File: config.mk
export PLATFORM = sky130hd
export DESIGN_NAME = ebagg_accum
export DESIGN_NICKNAME = d
export VERILOG_FILES = /design/src/design/ebagg_pkg.sv /design/src/design/ebagg_accum.sv
export SDC_FILE = /design/constraint.sdc
export NUM_CORES = 2
export LEC_CHECK = 0
export ABC_AREA = 1
export ABC_CLOCK_PERIOD_IN_PS = 16600
export BUFFER_PORTS_ARGS = -buffer_cell sky130_fd_sc_hd__buf_2
export CAP_MARGIN = 20
export CORE_AREA = 2 2 633 635
export DETAILED_ROUTE_END_ITERATION = 7
export DIE_AREA = 0 0 635 637
export HOLD_SLACK_MARGIN = 0.06
export PLACE_DENSITY = 0.31
export SLEW_MARGIN = 20
export SYNTH_ARGS = -nofsm -noshare
export SYNTH_HDL_FRONTEND = slang
export SYNTH_SLANG_ARGS = --single-unit
File: constraint.sdc
create_clock -name clk -period 16.6 [get_ports clk]
set_input_delay 4.98 -clock clk [delete_from_list [all_inputs] [get_ports clk]]
set_output_delay 4.98 -clock clk [all_outputs]
set_load 0.02 [all_outputs]
File: src/design/ebagg_pkg.sv
`timescale 1ns / 1ps

package ebagg_pkg;

    // Default sizes of the stores
    localparam int DEF_MAX_TERMS    = 1024;
    localparam int DEF_MAX_OUTPUTS  = 64;
    localparam int DEF_TERM_BITS    = 256;

    // Fixed port widths
    localparam int PORT_BITS        = 256;
    localparam int ONES_W           = 32;

    // Widest accepted signed term, in bytes
    localparam int SIGNED_MAX_BYTES = 16;

    typedef enum logic [1:0] {
        FUNC_AGG     = 2'd0,
        FUNC_RD_TERM = 2'd1,
        FUNC_RD_OUT  = 2'd2,
        FUNC_CLEAR   = 2'd3
    } func_t;

    typedef enum logic [1:0] {
        ST_OK        = 2'd0,
        ST_BAD_WIDTH = 2'd1,
        ST_RANGE     = 2'd2
    } status_t;

    // Control for one beat between the prepare and accumulate stages
    typedef struct packed {
        logic    vld;
        func_t   func;
        logic    neg;
        status_t status;
        logic    upd;
    } ctl_t;

endpackage

File: src/design/ebagg_accum.sv
`timescale 1ns / 1ps

// Read-modify-write of both tables, running maximum, saturating set-bit
// total and the result register.
module ebagg_accum import ebagg_pkg::*; #(
    parameter int TERM_BITS = DEF_TERM_BITS,
    parameter int TA_W      = 10,
    parameter int OA_W      = 6
) (
    input  logic                 clk,
    input  logic                 rst_n,
    input  ctl_t                 s1_ctl,
    input  logic [TERM_BITS-1:0] s1_term,
    input  logic [TA_W-1:0]      s1_taddr,
    input  logic [OA_W-1:0]      s1_oaddr,
    input  logic [TERM_BITS-1:0] rd_term,
    input  logic [TERM_BITS-1:0] rd_out,
    output logic                 term_we,
    output logic [TA_W-1:0]      term_waddr,
    output logic [TERM_BITS-1:0] term_wdata,
    output logic                 out_we,
    output logic [OA_W-1:0]      out_waddr,
    output logic [TERM_BITS-1:0] out_wdata,
    output logic                 res_vld,
    output logic [TERM_BITS-1:0] res_data,
    output logic [ONES_W-1:0]    res_ones,
    output logic                 res_neg,
    output status_t              res_status
);

    localparam int POP_W = $clog2(TERM_BITS + 1);

    logic [TERM_BITS-1:0] max_reg;
    logic [TERM_BITS-1:0] max_next;
    logic [ONES_W-1:0]    ones_reg;
    logic [ONES_W-1:0]    ones_next;
    logic [POP_W-1:0]     pop;
    logic [ONES_W:0]      ones_sum;
    logic                 do_upd;
    logic                 do_clr;
    logic [TERM_BITS-1:0] data_next;

    assign do_upd = s1_ctl.vld && s1_ctl.upd;
    assign do_clr = s1_ctl.vld && (s1_ctl.func == FUNC_CLEAR);

    // Table write-back
    assign term_we    = do_upd;
    assign term_waddr = s1_taddr;
    assign term_wdata = rd_term | s1_term;
    assign out_we     = do_upd;
    assign out_waddr  = s1_oaddr;
    assign out_wdata  = rd_out | s1_term;

    // Set-bit count of the term
    always_comb
    begin
        pop = '0;
        for (int i = 0; i < TERM_BITS; i++)
        begin
            pop = pop + POP_W'(s1_term[i]);
        end
    end

    // Running state update
    always_comb
    begin
        ones_sum  = {1'b0, ones_reg} + (ONES_W + 1)'(pop);
        max_next  = max_reg;
        ones_next = ones_reg;
        if (do_clr)
        begin
            max_next  = '0;
            ones_next = '0;
        end
        else if (do_upd)
        begin
            if (s1_term > max_reg)
            begin
                max_next = s1_term;
            end
            ones_next = ones_sum[ONES_W] ? '1 : ones_sum[ONES_W-1:0];
        end
    end

    always_ff @(posedge clk or negedge rst_n)
    begin
        if (!rst_n)
        begin
            max_reg  <= '0;
            ones_reg <= '0;
        end
        else
        begin
            max_reg  <= max_next;
            ones_reg <= ones_next;
        end
    end

    // Result data select
    always_comb
    begin
        unique case (s1_ctl.func)
            FUNC_AGG:     data_next = max_next;
            FUNC_RD_TERM: data_next = (s1_ctl.status == ST_OK) ? rd_term : '0;
            FUNC_RD_OUT:  data_next = (s1_ctl.status == ST_OK) ? rd_out : '0;
            FUNC_CLEAR:   data_next = '0;
            default:      data_next = '0;
        endcase
    end

    // Result register
    logic                 res_vld_reg;
    logic [TERM_BITS-1:0] res_data_reg;
    logic [ONES_W-1:0]    res_ones_reg;
    logic                 res_neg_reg;
    status_t              res_status_reg;

    always_ff @(posedge clk or negedge rst_n)
    begin
        if (!rst_n)
        begin
            res_vld_reg <= 1'b0;
        end
        else
        begin
            res_vld_reg <= s1_ctl.vld;
        end
    end

    always_ff @(posedge clk)
    begin
        res_data_reg   <= data_next;
        res_ones_reg   <= ones_next;
        res_neg_reg    <= s1_ctl.neg;
        res_status_reg <= s1_ctl.status;
    end

    assign res_vld    = res_vld_reg;
    assign res_data   = res_data_reg;
    assign res_ones   = res_ones_reg;
    assign res_neg    = res_neg_reg;
    assign res_status = res_status_reg;

endmodule

==> flow_metrics.py <==
metrics = {
    "sta": {
        "fin_setup_tns_ns": 0,
        "slew_violations": 0,
        "fin_crit_ns": 13.42,
        "fin_worst_skew_ns": 0.05833,
        "relSlewSlack_pct": 35.95,
        "final-hold-violation-count": 0,
        "grt_setup_unrepaired": "no",
        "setup_viol": 0,
        "fmax_mhz": 74.49,
        "worst-slew-pin-transition_ns": 0.9572,
        "fin_crit_sh_pct": 80.87,
    },
    "floorplan": {
        "die_w_um": 635,
        "dieHeight_um": 637,
        "core_um2": 398000,
        "ios": 1615,
        "row_count": 232,
        "die_area_um2": 404500,
        "start_util_pct": 10.72,
    },
    "synthesis": {
        "synth-edff-count": 0,
        "ys_seq_elements": 580,
        "synthDistinctLibCells": 39,
        "syn_nets": 7177,
        "yosysWarnings": 0,
        "synth_async_sr_flop_share_pct": 49.83,
        "synth_top_family_by_area": "simple AND/OR/NAND/NOR gates",
        "synth_fa_ha_area_share_pct": 20.84,
        "ys_seq_area_share_pct": 30.61,
        "synth_compound_area_share_pct": 6.740,
        "yosys_most_used_dff": "dfxtp_1",
        "yosys.area_share.xor_xnor_pct": 0.2258,
        "synth_mux_area_share_pct": 0,
        "syn_inst": 5821,
        "synthSimpleGateAreaFrac_pct": 26.78,
        "avgSynthCellArea_um2": 7.329,
        "syn_area_um2": 42660,
    },
    "final_layout": {
        "fill_cells": 46510,
        "final-seq-area_um2": 13060,
        "finalNetCount": 8636,
        "syn_to_final_growth_pct": 40.14,
        "final_common_cell": "buf_2",
        "layout-drive-gt1-share_pct": 24.46,
        "multi_input_area_um2": 23360,
        "final_cell_mix": "1581 x buf_2, 1564 x nand2_1, 1348 x inv_1, 317 x ha_1, 292 x nand3_1",
    },
    "route": {
        "drtAntennaViolNets": 0,
        "drtIter0Drc": 3117,
        "dr.pass1.iters": 5,
        "drc_errors": 0,
        "via_count": 46437,
        "routed_wirelength_um": 373300,
        "via_per_inst": 3.663,
        "wl_per_cell_um": 29.44,
    },
    "clock_tree": {
        "cts_made_buffers": 95,
        "cts_max_level": 3,
        "cts_resized": 0,
        "cts.sinks": 580,
        "cts_buffer_depth": 4,
        "path_clk_slew_ns": 0.06,
        "clockRootBuffer": "clkbuf_16",
        "clk_latency_ns": 0.83,
        "post-cts-setup-buffer-count": 0,
        "hold_buffers": 0,
        "cts_tree": "built",
    },
    "setup_path": {
        "critPathCaptureType": "register",
        "max_stage_delay_ns": 0.61,
        "crit_type": "input pin to register",
        "cp_data_required_time_ns": 17.31,
        "cp_slowest_cell": "fa_1",
        "start_kind": "input pin",
        "crit_buf_inv": 10,
        "cp_top_family": "adder cells",
        "cp_common_cell": "fa_1",
        "crit_arrival_ns": 14.13,
        "cp_max_fo": 8,
    },
    "global_routing": {
        "antenna_found_initial": 156,
        "grt_max_degree": 149,
        "gr-total-overflow": 0,
        "grt_pass1_wl_um": 479600,
        "grt_pass1_vias": 47570,
        "grt_use_total_pct": 17.85,
    },
    "placement": {
        "io_buffers": 1582,
        "gp_congestion": 0.9108,
        "dp_hpwl_um": 320900,
    },
    "flow_run": {
        "drv_cap": 0,
    },
    "worst_hold_path": {
        "worstHoldPathType": "register to register",
    },
    "outcome": {
        "status": "completed",
    },
}
## kinds of logic (layout without fill, tap and decap cells)
kind of cell,count (synthesis),in the layout
simple gates,2550,2550
other cells,0,59
compound gates,495,495
buf+inv,1622,3155
xor+xnor,11,11
fa+ha+maj,563,563
flops,580,580
## synth_stat cells (22+ instances only)
master / number / share of area, %
buf_2: 61 / 0.72
buf_4: 37 / 0.65
and3_1: 257 / 3.8
nand2_1: 1565 / 14
nand3_1: 293 / 3.4
buf_1: 26 / 0.23
nand4_1: 287 / 4.2
inv_1: 1348 / 12
a21oi_1: 149 / 1.7
dfxtp_1: 291 / 14
clkbuf_1: 147 / 1.3
o22ai_1: 263 / 3.9
o21ai_0: 56 / 0.66
dfrtp_1: 289 / 17
nor3_1: 22 / 0.26
nor2_1: 103 / 0.91
fa_1: 246 / 12
ha_1: 317 / 9.3
## stage by stage
step | area, um^2 | worst slack (ns) | cells | util, % | hold WS (ns)
global placement | 56540 | 2.250 | 12448 | 14.21 | 0.5786
detailed placement | 56540 | 2.191 | 12448 | 14.21 | 0.5447
finish | 59790 | 3.176 | 12678 | 15.02 | 0.5688
CTS | 59640 | 3.115 | 12619 | 14.99 | 0.5692
floorplan | 42660 | 3.743 | 5821 | - | 0.4795
global route | 59710 | 2.567 | 12646 | 15.00 | 0.6089
## path summary, 6_finish.rpt
| path | startpoint | end | slack (ns) | cells after the start |
|---|---|---|---|---|
| max | s1_term[119] | ones_reg[8] | 3.18 | 32 |
| min | ones_reg[16] | ones_reg[16] | 0.57 | 1 |
| max reg2reg | ones_reg[0] | ones_reg[8] | 8.03 | 26 |
| min reg2reg | ones_reg[16] | ones_reg[16] | 0.57 | 1 |
| max in group asynchronous | rst_n | max_reg[88] | 9.93 | 4 |
| min in group asynchronous | rst_n | max_reg[228] | 4.13 | 1 |
## cell type report
cell class	instances	share of cell area, %
inverter	1349	8.469
tap	5265	11.02
sequential	580	21.84
multi-input combinational	3619	39.08
clock inverter	28	0.5609
antenna	59	0.2469
clock buffer	143	4.631
timing repair buffer	1635	14.16
## per-layer routing
metal	global-route usage [%]	vias up	share of wire [%]
met5	0	-	0.063
met4	6.085	34	3.9
met2	32.23	1769	50
met3	4.100	511	6.0
met1	20.55	22818	40
li1	-	21305	-
Power is left out: the tool's default activity adds up to more than one toggle a clock period on the data nets, which glitch-free logic cannot reach.
