--- src/design/ebagg_pkg.sv ---
`timescale 1ns / 1ps

package ebagg_pkg;

    // Default sizes of the stores
    localparam int DEF_MAX_TERMS    = 1024;
    localparam int DEF_MAX_OUTPUTS  = 64;
    localparam int DEF_TERM_BITS    = 256;

    // Fixed port widths
    localparam int PORT_BITS        = 256;
    localparam int ONES_W           = 32;

    // Widest accepted signed term, in bytes
    localparam int SIGNED_MAX_BYTES = 16;

    typedef enum logic [1:0] {
        FUNC_AGG     = 2'd0,
        FUNC_RD_TERM = 2'd1,
        FUNC_RD_OUT  = 2'd2,
        FUNC_CLEAR   = 2'd3
    } func_t;

    typedef enum logic [1:0] {
        ST_OK        = 2'd0,
        ST_BAD_WIDTH = 2'd1,
        ST_RANGE     = 2'd2
    } status_t;

    // Control for one beat between the prepare and accumulate stages
    typedef struct packed {
        logic    vld;
        func_t   func;
        logic    neg;
        status_t status;
        logic    upd;
    } ctl_t;

endpackage

--- src/design/ebagg_prep.sv ---
`timescale 1ns / 1ps

// Input register, then term preparation: width mask, sign handling,
// status and table addresses. Issues the table reads.
module ebagg_prep import ebagg_pkg::*; #(
    parameter int MAX_TERMS   = DEF_MAX_TERMS,
    parameter int MAX_OUTPUTS = DEF_MAX_OUTPUTS,
    parameter int TERM_BITS   = DEF_TERM_BITS,
    parameter int TA_W        = 10,
    parameter int OA_W        = 6
) (
    input  logic                 clk,
    input  logic                 rst_n,
    input  logic                 accept,
    input  logic [1:0]           func,
    input  logic [63:0]          term_w0,
    input  logic [63:0]          term_w1,
    input  logic [63:0]          term_w2,
    input  logic [63:0]          term_w3,
    input  logic [5:0]           term_bytes,
    input  logic                 term_sgn,
    input  logic [9:0]           term_pos,
    input  logic [5:0]           base_output,
    output logic [TA_W-1:0]      term_raddr,
    output logic [OA_W-1:0]      out_raddr,
    output ctl_t                 s1_ctl,
    output logic [TERM_BITS-1:0] s1_term,
    output logic [TA_W-1:0]      s1_taddr,
    output logic [OA_W-1:0]      s1_oaddr
);

    localparam int MAXB = TERM_BITS / 8;
    localparam int NB_W = $clog2(TERM_BITS + 1);

    // Input register
    logic                 in_vld_reg;
    func_t                func_reg;
    logic [PORT_BITS-1:0] term_reg;
    logic [5:0]           bytes_reg;
    logic                 sgn_reg;
    logic [9:0]           ti_reg;
    logic [5:0]           bo_reg;

    always_ff @(posedge clk or negedge rst_n)
    begin
        if (!rst_n)
        begin
            in_vld_reg <= 1'b0;
        end
        else
        begin
            in_vld_reg <= accept;
        end
    end

    always_ff @(posedge clk)
    begin
        if (accept)
        begin
            func_reg  <= func_t'(func);
            term_reg  <= {term_w3, term_w2, term_w1, term_w0};
            bytes_reg <= term_bytes;
            sgn_reg   <= term_sgn;
            ti_reg    <= term_pos;
            bo_reg    <= base_output;
        end
    end

    // Term preparation
    logic                 bad_w;
    logic [5:0]           bytes_eff;
    logic [NB_W-1:0]      nb;
    logic [TERM_BITS-1:0] mask;
    logic [TERM_BITS-1:0] tm;
    logic [TERM_BITS-1:0] top_bit;
    logic [TERM_BITS-1:0] tneg;
    logic [TERM_BITS-1:0] t;
    logic                 sign;
    logic                 most_neg;
    logic                 neg_raw;
    logic [6:0]           oi_full;
    logic                 ti_bad;
    logic                 bo_bad;
    logic                 range_bad;
    ctl_t                 ctl;

    always_comb
    begin
        bad_w = sgn_reg && !(bytes_reg == 6'd1 || bytes_reg == 6'd2 || bytes_reg == 6'd4 ||
                             bytes_reg == 6'd8 || bytes_reg == 6'(SIGNED_MAX_BYTES));
        // unsigned terms wider than the store are cut
        if (!sgn_reg && (32'(bytes_reg) > MAXB))
        begin
            bytes_eff = 6'(MAXB);
        end
        else
        begin
            bytes_eff = bytes_reg;
        end
        nb = NB_W'({bytes_eff, 3'b000});
        for (int i = 0; i < TERM_BITS; i++)
        begin
            mask[i] = (NB_W'(i) < nb);
        end
        tm       = term_reg[TERM_BITS-1:0] & mask;
        top_bit  = mask & ~(mask >> 1);
        sign     = sgn_reg && !bad_w && (|(tm & top_bit));
        // most negative value keeps its bits and counts as non-negative
        most_neg = (tm == top_bit);
        neg_raw  = sign && !most_neg;
        tneg     = (~tm + TERM_BITS'(1)) & mask;
        t        = neg_raw ? tneg : tm;
    end

    // Status, routing and update decision
    always_comb
    begin
        oi_full   = {1'b0, bo_reg} + 7'(neg_raw);
        ti_bad    = (32'(ti_reg) >= MAX_TERMS);
        bo_bad    = (32'(bo_reg) >= MAX_OUTPUTS);
        range_bad = ti_bad || (32'(oi_full) >= MAX_OUTPUTS);

        ctl.vld    = in_vld_reg;
        ctl.func   = func_reg;
        ctl.neg    = 1'b0;
        ctl.status = ST_OK;
        ctl.upd    = 1'b0;
        unique case (func_reg)
            FUNC_AGG:
            begin
                if (bad_w)
                begin
                    ctl.status = ST_BAD_WIDTH;
                end
                else if (range_bad)
                begin
                    ctl.status = ST_RANGE;
                end
                else
                begin
                    ctl.neg = neg_raw;
                    ctl.upd = 1'b1;
                end
            end
            FUNC_RD_TERM:
            begin
                ctl.status = ti_bad ? ST_RANGE : ST_OK;
            end
            FUNC_RD_OUT:
            begin
                ctl.status = bo_bad ? ST_RANGE : ST_OK;
            end
            FUNC_CLEAR:
            begin
                ctl.status = ST_OK;
            end
            default:
            begin
                ctl.status = ST_OK;
            end
        endcase
    end

    // Table read addresses
    assign term_raddr = TA_W'(ti_reg);
    assign out_raddr  = (func_reg == FUNC_RD_OUT) ? OA_W'({1'b0, bo_reg}) : OA_W'(oi_full);

    // Stage register
    ctl_t                 s1_ctl_reg;
    logic [TERM_BITS-1:0] s1_term_reg;
    logic [TA_W-1:0]      s1_taddr_reg;
    logic [OA_W-1:0]      s1_oaddr_reg;

    always_ff @(posedge clk or negedge rst_n)
    begin
        if (!rst_n)
        begin
            s1_ctl_reg <= '0;
        end
        else
        begin
            s1_ctl_reg <= ctl;
        end
    end

    always_ff @(posedge clk)
    begin
        s1_term_reg  <= t;
        s1_taddr_reg <= term_raddr;
        s1_oaddr_reg <= out_raddr;
    end

    assign s1_ctl   = s1_ctl_reg;
    assign s1_term  = s1_term_reg;
    assign s1_taddr = s1_taddr_reg;
    assign s1_oaddr = s1_oaddr_reg;

endmodule

--- config.mk ---
export PLATFORM = sky130hd
export DESIGN_NAME = ebagg_prep
export DESIGN_NICKNAME = d
export VERILOG_FILES = /design/src/design/ebagg_pkg.sv /design/src/design/ebagg_prep.sv
export SDC_FILE = /design/constraint.sdc
export NUM_CORES = 1
export LEC_CHECK = 0
export BUFFER_PORTS_ARGS = -buffer_cell sky130_fd_sc_hd__clkbuf_2
export CELL_PAD_IN_SITES_DETAIL_PLACEMENT = 1
export CELL_PAD_IN_SITES_GLOBAL_PLACEMENT = 1
export CORE_UTILIZATION = 37
export CTS_CLUSTER_SIZE = 20
export DETAILED_ROUTE_END_ITERATION = 7
export PLACE_DENSITY = 0.74
export SLEW_MARGIN = 40
export SYNTH_ARGS = -nofsm -noshare
export SYNTH_HDL_FRONTEND = slang
export SYNTH_SLANG_ARGS = --single-unit
--- constraint.sdc ---
create_clock -name clk -period 5.9 [get_ports clk]
set_input_delay 0.885 -clock clk [delete_from_list [all_inputs] [get_ports clk]]
set_output_delay 0.885 -clock clk [all_outputs]
set_load 0.02 [all_outputs]
==> metrics.txt, run 1 <==
critical path arrival=4870 ps; Slew @ Worst Pin=836 ps; Ports=579; Period minus WS final=5760 ps; CP startpoint kind=register; Synth Area in Adders=0.0199; slowest stage delay, CP=520 ps; WP buf/inv=4; fillers=6325; number of clock sinks=561; final core utilization=0.491; CP required=5020 ps; Power Total=10300 uW; hpwl dp=63.2 mm; routed vias/inst=5.42; die width=245 um; Lkg Pwr=0.0116 uW; Internal=7460 uW; wl on met1=34.9 mm; complex-gate fraction of the synthesized area=0.109; CTS buffer count=60; Worst-Skew Late Latency=650 ps; mux cell area share after synthesis=0.0109; PD cells=360 mW/mm2; syn_nets=2192; gr ovfl total=0; top_reg_cell synth=edfxtp_1; GRT Total Usage=0.271; Rows=88; dominant cell type by area after synthesis=edfxtp_1; worst-case vdd ir drop=0.313 mV; CP Capture Type=output pin; layout cells sized above 1=0.338; crit-path max FO=5; largest family of logic cells by synthesized area=simple AND/OR/NAND/NOR gates; initial antenna violation count=7; xor/xnor cell area share of the yosys netlist=0.00280; Mapped Avg Cell Area=11.7 um2; PortBufs=578; vias in the first global route=18620; die height=245 um; DR iter-0 viols=1206; fin crit share=0.976; clk buf depth=3; htree depth=2; Hold Path Class=primary input to asynchronous set/reset pin; Post-synth EDFFs=281; Synth Register Bits=561; switching share of power=0.273; Setup Crit Path Kind=register to output pin; met3 wire length=5.02 mm; CTS Hold Bufs=0; register area share after synthesis=0.643; Hold Fails Final Rpt=0; Psw=2810 uW; routed wl met2=41.6 mm; cell count after synthesis=1874; initial core utilization=0.377; Flop pwr share=0.460; RD Place Congestion=0.909; Die ar.=0.0601 mm2; Rel. slew slack=0.443; Clock Power Share=0.403; share of Yosys cell area claimed by the top area cell type=0.386; root buf cell=clkbuf_16; post-synthesis cell type count=85; Top Layer Used=met5; cell family with most CP delay=simple AND/OR/NAND/NOR gates; Antenna Violating Nets Remaining=0; top cells by area, synth=edfxtp_1 39%, dfxtp_1 25%, a21oi_1 2.8%, nor2_1 2.7%, nor2b_1 2.6%; synthesized area=0.0219 mm2; Post-Synth Simple-Gate Area=0.191; Via Count=18017; status=complete, no violations; Final setup viols=0; CP dominant cell by count=ha_1; Synthesis Warnings=0; Routed WL per cell=25.3 um; fin nets=2822; Core Area=0.0580 mm2; max-slew violations=0; area grow syn2layout=30.2%; f_max=174 MHz; CTS tree=done; Post-route DRC=0; largest net degree at the start of global routing=124; wire length of the first global-routing pass=121 mm; worst-path cell with the longest stage delay=or4_1; fraction of registers with async set/reset=0.0143; maxcap violations=0; Worst-path clk slew=70 ps; Setup Skew=48.8 ps; WL final=84.2 mm; cells along the critical path=buf_4, or4_1, a21oi_2, nor2b_1, ha_1, nor4_2, nand4_1, a2111oi_4, nand4_1, nor4_2, buf_4, a21o_4, inv_2, ha_1, ha_1, mux2_2, buf_2; Gate power share=0.137; DR pass1 iterations=5
-- stage by stage --
| stage | TNS (ps) | worst slack (ps) | cell area (um2) | hold WS [ps] | cells |
|---|---|---|---|---|---|
| finish | 0 | 141 | 28500 | 111 | 3325 |
| global route | -0.328 | -0.328 | 28500 | 109 | 3325 |
| CTS | 0 | 5.57 | 28200 | 93.2 | 3307 |
| floorplan | 0 | 261 | 21900 | 331 | 1874 |
| global placement | 0 | 492 | 25700 | 339 | 3175 |
| detailed placement | 0 | 134 | 25800 | 336 | 3176 |
-- metal layers --
layer	vias up	GRT usage
met1	9026	0.344
met5	-	0
met4	4	0.0836
met2	653	0.467
li1	8207	-
met3	127	0.0495
-- synthesized netlist by cell type (6+ instances only) --
| cell type | instances |
|---|---|
| nor4_1 | 58 |
| nand2b_1 | 20 |
| nand3_1 | 19 |
| or2_2 | 6 |
| nand4_1 | 13 |
| a21o_1 | 9 |
| and2_1 | 80 |
| o21ai_1 | 6 |
| nand2_1 | 117 |
| nor2b_1 | 91 |
| dfxtp_1 | 272 |
| inv_1 | 12 |
| a2111oi_0 | 6 |
| o22ai_1 | 11 |
| nor3b_1 | 6 |
| buf_2 | 28 |
| clkbuf_1 | 48 |
| o21ai_0 | 78 |
| buf_6 | 6 |
| nor3_1 | 67 |
| mux2i_1 | 7 |
| dfrtp_1 | 8 |
| nor2_1 | 158 |
| ha_1 | 34 |
| a31o_2 | 24 |
| mux2_2 | 8 |
| a21oi_1 | 121 |
| o211ai_1 | 26 |
| and3_1 | 7 |
| or3_1 | 58 |
| mux2_1 | 7 |
| o31ai_1 | 15 |
| edfxtp_1 | 281 |
| a22oi_1 | 7 |
| or4_1 | 43 |
| a31oi_1 | 12 |
-- path summary, 6_finish.rpt --
| kind | start | slack (ps) | end | depth (start not counted) |
|---|---|---|---|---|
| min in group clk | in_vld_reg | 350 | s1_ctl[6] | 0 |
| max in group asynchronous | rst_n | 5610 | s1_ctl[6] | 1 |
| min reg2reg | in_vld_reg | 350 | s1_ctl[6] | 0 |
| max reg2reg | bytes_reg[0] | 870 | s1_term[15] | 16 |
| min | rst_n | 110 | s1_ctl[1] | 1 |
| max | bytes_reg[0] | 140 | out_raddr[1] | 17 |
-- what timing repair did --
action	in CTS	in global routing
endpoints found under the setup margin	6	6
cloned	1	2
gates resized for setup	22	36
pin swaps	3	4
setup buffers	16	12
-- layout by cell type, fill, tap and decap left out, types with 6 or more instances in the layout --
master	instances
nor2_1	156
nand4_1	13
clkbuf_1	8
dfrtp_1	8
clkinv_2	15
o22ai_1	11
and3_1	7
nand2_1	114
a31oi_1	12
o31ai_1	15
ha_1	34
mux2i_1	7
nor4_1	50
a21oi_1	117
nor4_2	7
and2_1	78
nand3_1	19
clkbuf_16	65
mux2_1	7
mux2_2	8
or3_1	55
a22oi_1	7
o211ai_1	26
o21ai_0	77
buf_4	68
nor2b_1	91
a31o_2	23
a2111oi_2	6
dfxtp_1	272
bufinv_16	11
edfxtp_1	281
inv_1	12
or4_1	41
o21ai_1	6
nand2b_1	20
nor3_1	65
clkbuf_2	575
nor3b_1	6
-- final cells by class --
cell class                 count  area, um2  share of cell area
sequential                   561      14100               0.494
multi-input combinational   1209       7540               0.265
timing repair buffer         659       3660               0.129
clock buffer                  74       1650              0.0578
tap                          765        957              0.0336
clock inverter                40        543              0.0191
inverter                      13       48.8             0.00171
antenna                        4       10.0            0.000351
-- power by group through the flow --
| stage | Clock, uW | Sequential, uW | Combinational [uW] |
|---|---|---|---|
| 2_1_floorplan | 0 | 4970 | 447 |
| 3_3_place_gp | 0 | 4790 | 1310 |
| 3_5_place_dp | 0 | 4800 | 1330 |
| 4_1_cts | 4210 | 4720 | 1380 |
| 5_1_grt | 4350 | 4760 | 1490 |
| 6_report | 4130 | 4720 | 1410 |
-- cell families (layout without fill, tap and decap cells) --
logic type | Yosys count | in the layout
compound gates | 371 | 371
mux | 22 | 22
buf+inv | 104 | 786
flops | 561 | 561
fa+ha+maj | 35 | 35
other cells | 0 | 4
simple gates | 774 | 774
xor+xnor | 7 | 7
Note: power is estimated with default switching activity, not from simulation.
==> inputs of run 2 (changes only) <==
==> constraint.sdc (replaced) <==
create_clock -name clk -period 5.9 [get_ports clk]
set_input_delay 0.885 -clock clk [delete_from_list [all_inputs] [get_ports clk]]
set_output_delay 0.885 -clock clk [all_outputs]
set_load 0.01 [all_outputs]
==> run 2 against run 1 <==
Net effect:
- die area unchanged
- sequential share of layout area up 0.26 points
- highest routed layer unchanged
- count of clock-buffer cells in the layout up 7
- clock skew down 19 ps
- via count up 0.24%
- worst hold slack worse by 6.7 ps
- routed wire length down 0.22%
- worst setup slack worse by 48 ps
==> metrics.txt, run 2 (synthesis results as in run 1) <==
status=complete, no violations; CP required=5020 ps; Reg2Reg Depth=16; r2r endpoint=s1_term[39]; GRT Total Usage=0.270; DR iter-0 viols=1119; CTS tree=done; Period minus WS final=5810 ps; Internal=7180 uW; Slew @ Worst Pin=922 ps; largest net degree at the start of global routing=125; wire length of the first global-routing pass=121 mm; DP Worst Slack=138 ps; PortBufs=578; max-slew violations=0; crit-path max FO=3; fin nets=2814; Ports=579; number of clock sinks=561; die height=245 um; layout cells sized above 1=0.336; Die ar.=0.0601 mm2; Min Hold Slack=104 ps; CTS buffer count=59; Worst Slack Setup Final=92.2 ps; Setup Crit Path Kind=register to output pin; hpwl dp=63.1 mm; vias in the first global route=18627; met3 usage=0.0534; Via Count=18060; switching share of power=0.268; commonest non-fill, non-tap cells in the layout=575 x clkbuf_2, 281 x edfxtp_1, 272 x dfxtp_1, 154 x nor2_1, 119 x a21oi_1; routed vias/inst=5.44; worst-case vdd ir drop=0.264 mV; Flop pwr share=0.482; gr ovfl total=0; Hold Path Class=primary input to asynchronous set/reset pin; Core Area=0.0580 mm2; Antenna Violating Nets Remaining=0; Gate power share=0.127; htree depth=2; maxcap violations=0; Power Total=9810 uW; Lkg Pwr=0.0115 uW; FF-to-FF Start=bytes_reg[5]; Final setup viols=0; initial core utilization=0.377; PD cells=346 mW/mm2; clk buf depth=3; Worst-Skew Late Latency=640 ps; M1 GR Usage=0.340; RSZ-0062 raised after global routing=true; Rows=88; final core utilization=0.489; f_max=172 MHz; initial antenna violation count=9; Most Used Layer, Global Route=met2; Rel. slew slack=0.386; WL final=84.0 mm; Post-route DRC=0; FF-to-FF setup slack=660 ps; critical path arrival=4920 ps; CP Capture Type=output pin; root buf cell=clkbuf_16; die width=245 um; RD Place Congestion=0.885; Clock Power Share=0.392; area grow syn2layout=29.5%; DR pass1 iterations=5; routing usage on met2=0.464; fin crit share=0.984; DP Cell Count=3175; CP startpoint kind=register; Hold Fails Final Rpt=0; Setup Skew=29.8 ps; Psw=2630 uW; commonest non-fill, non-tap cell in the layout=clkbuf_2; Post-Layout Cell Count=3317; Worst-path clk slew=60 ps; Routed WL per cell=25.3 um
-- run 2: critical path, stage by stage (launching register included) --
cell	delay [ps]
edfxtp_1	450
buf_6	150
buf_4	120
or2_4	250
or3_4	420
nor2_4	130
ha_4	200
or4_4	500
a221o_1	300
a2111oi_2	300
and4_1	240
and4_4	230
a21o_4	160
inv_4	50
ha_4	160
ha_4	200
mux2_4	270
buf_6	120
-- run 2: worst max path at each step --
stage                       from  slack, ps           end
CTS                 bytes_reg[0]          4  out_raddr[1]
global route        bytes_reg[5]       -100  out_raddr[5]
global placement    bytes_reg[0]        330   s1_term[31]
finish              bytes_reg[5]         90  out_raddr[1]
floorplan           bytes_reg[2]        290  out_raddr[1]
detailed placement  bytes_reg[0]        140   s1_term[39]
-- run 2: metrics by stage --
| stage | cell area (um2) | setup TNS [ps] |
|---|---|---|
| after floorplan | 21900 | 0 |
| after global placement | 25700 | 0 |
| after detailed placement | 25800 | 0 |
| after CTS | 28000 | 0 |
| after global routing | 28300 | -335 |
| final | 28400 | 0 |
-- run 2: area by class of cell --
class | count | area, um2
Sequential cell | 561 | 14100
Tap cell | 765 | 957
Antenna cell | 5 | 12.5
Fill cell | 6305 | 29700
Clock buffer | 81 | 1730
Timing Repair Buffer | 652 | 3560
Multi-Input combinational cell | 1209 | 7640
Clock inverter | 31 | 308
Inverter | 13 | 55.1
-- run 2: power groups by stage --
stage	Sequential, uW	Combinational [uW]	Clock [uW]
3_5_place_dp	4800	1170	0
4_1_cts	4720	1210	3900
3_3_place_gp	4790	1150	0
2_1_floorplan	4810	444	0
6_report	4720	1240	3840
5_1_grt	4760	1330	4050
-- run 2: per-layer routing --
| layer | vias up | wire length [um] |
|---|---|---|
| li1 | 8193 | - |
| met1 | 9067 | 34800 |
| met2 | 648 | 41400 |
| met3 | 148 | 5090 |
| met4 | 4 | 2700 |
| met5 | - | 24 |
-- run 2: repair_timing --
item / in CTS / in global routing
setup buffers: 9 / 14
gates resized for setup: 26 / 41
cloned: 0 / 1
setup endpoints to repair: 6 / 6
pin swaps: 5 / 18
hold buffers: 0 / 0
==> inputs of run 3 (changes only) <==
CORE_MARGIN = 4   (was unset)
PLACE_DENSITY = unset   (was 0.74)
PLACE_DENSITY_LB_ADDON = 0.1   (was unset)
SKIP_CTS_REPAIR_TIMING = 1   (was unset)
==> run 3 against run 2 <==
Net effect:
- count of clock-buffer cells in the layout rose by 8
- routed wire length down 2.6%
- utilization is essentially flat
- via count shrank 2.1%
- final cell count rose by 0.63%
- die area increased by 5.0%
- worst setup slack better by 9.1 ps
- sequential share of layout area is 0.090 points lower
- largest power group unchanged
- highest routed layer unchanged
==> metrics.txt, run 3 (synthesis results as in run 1) <==
htree depth=2; initial core utilization=0.377; CTS tree=done; RD Place Congestion=0.861; Reg2Reg Depth=15; Die ar.=0.0631 mm2; cell area after placement=0.0258 mm2; Lkg Pwr=0.0116 uW; Final setup viols=0; worst-case vdd ir drop=0.229 mV; Worst-path clk slew=60 ps; Slew @ Worst Pin=989 ps; Antenna Violating Nets Remaining=0; Multi-input gate area=0.00760 mm2; number of clock sinks=561; gr ovfl total=0; CP Capture Type=output pin; DR pass1 iterations=5; PortBufs=578; critical path arrival=4910 ps; crit-path max FO=6; Seq. cell area=0.0141 mm2; PD cells=338 mW/mm2; DR iter-0 viols=1127; initial antenna violation count=8; wire length of the first global-routing pass=119 mm; status=complete, no violations; root buf cell=clkbuf_16; die width=251 um; f_max=172 MHz; Post-route DRC=0; Period minus WS final=5800 ps; routed vias/inst=5.29; Rows=88; area grow syn2layout=29.8%; commonest non-fill, non-tap cells in the layout=575 x clkbuf_2, 281 x edfxtp_1, 272 x dfxtp_1, 154 x nor2_1, 118 x a21oi_1; Hold Path Class=primary input to asynchronous set/reset pin; die height=251 um; maxcap violations=0; Worst Slack Setup Final=101 ps; fin area=0.0284 mm2; FF-to-FF Start=bytes_reg[5]; Via Count=17672; FF-to-FF setup slack=700 ps; total negative setup slack=0 ps; CP required=5020 ps; largest net degree at the start of global routing=140; fin nets=2836; Routed WL per cell=24.5 um; DP Cell Count=3179; Worst-Skew Late Latency=620 ps; fillers=6390; Setup Skew=16.8 ps; hpwl dp=62.8 mm; r2r endpoint=s1_term[23]; CP startpoint kind=register; commonest non-fill, non-tap cell in the layout=clkbuf_2; vias in the first global route=18241; clk buf depth=3; CTS buffer count=60; Core Area=0.0581 mm2; GRT Total Usage=0.248; max-slew violations=0; final core utilization=0.489; layout cells sized above 1=0.336; fin crit share=0.983; Hold Fails Final Rpt=0; Post-Layout Cell Count=3338; Rel. slew slack=0.335; DP Worst Slack=215 ps; Ports=579; WL final=81.8 mm; Setup Crit Path Kind=register to output pin
run 3: cell count changes in the layout (fill, tap and decap cells not counted), sizes merged:
| cell | change |
|---|---|
| buf | +21 |
| bufinv | -1 |
| clkbuf | +8 |
| clkinv | -1 |
| clkinvlp | -2 |
| diode | -1 |
| inv | -3 |
run 3: power breakdown:
group	leakage (uW)	internal, uW	switching (uW)	total [uW]
logic	0.00548	502	747	1250
clock network	0.000938	2100	1550	3650
registers	0.00514	4480	229	4710
run 3: area by class of cell:
cell class,count,share of cell area
flip-flops and latches,561,0.496
well taps,765,0.0337
repair buffers,673,0.133
diodes,4,0.000352
multi-input cells,1209,0.268
clock buffers,89,0.0603
clock inverters,24,0.00727
inverters,13,0.00194
run 3: worst max path at each step:
stage	from	to	slack, ps	cells after the start
final	bytes_reg[5]	out_raddr[1]	100	16
after global routing	bytes_reg[5]	out_raddr[4]	-100	20
after CTS	bytes_reg[3]	out_raddr[1]	-470	17
after detailed placement	bytes_reg[3]	out_raddr[1]	220	17
after global placement	bytes_reg[4]	out_raddr[1]	210	16
after floorplan	bytes_reg[2]	out_raddr[1]	290	21
run 3: per-layer routing:
metal | share of wire | global-route usage | vias to the layer above
met5 | 0.00033 | 0 | -
met2 | 0.50 | 0.428 | 559
met1 | 0.42 | 0.321 | 8782
met3 | 0.062 | 0.0534 | 81
li1 | - | - | 8246
met4 | 0.019 | 0.0560 | 4
run 3: per-stage QoR:
stage | power (uW) | hold slack, ps
after floorplan | 5250 | 331
after detailed placement | 5970 | 347
after global routing | 10000 | 78.7
final | 9610 | 98.5
after CTS | 9650 | 64.1
after global placement | 5940 | 334
run 3: worst max-delay path, cell delays in order (launching register included):
cell and delay [ps]:
edfxtp_1 460, buf_12 180, or2_4 280, or3_4 410, nor2_4 140, ha_4 220
or4_4 520, a221o_1 330, a2111oi_4 280, and4_1 220, and4_4 250, a21o_4 160
inv_4 50, ha_4 170, ha_4 200, mux2_4 270, buf_6 120
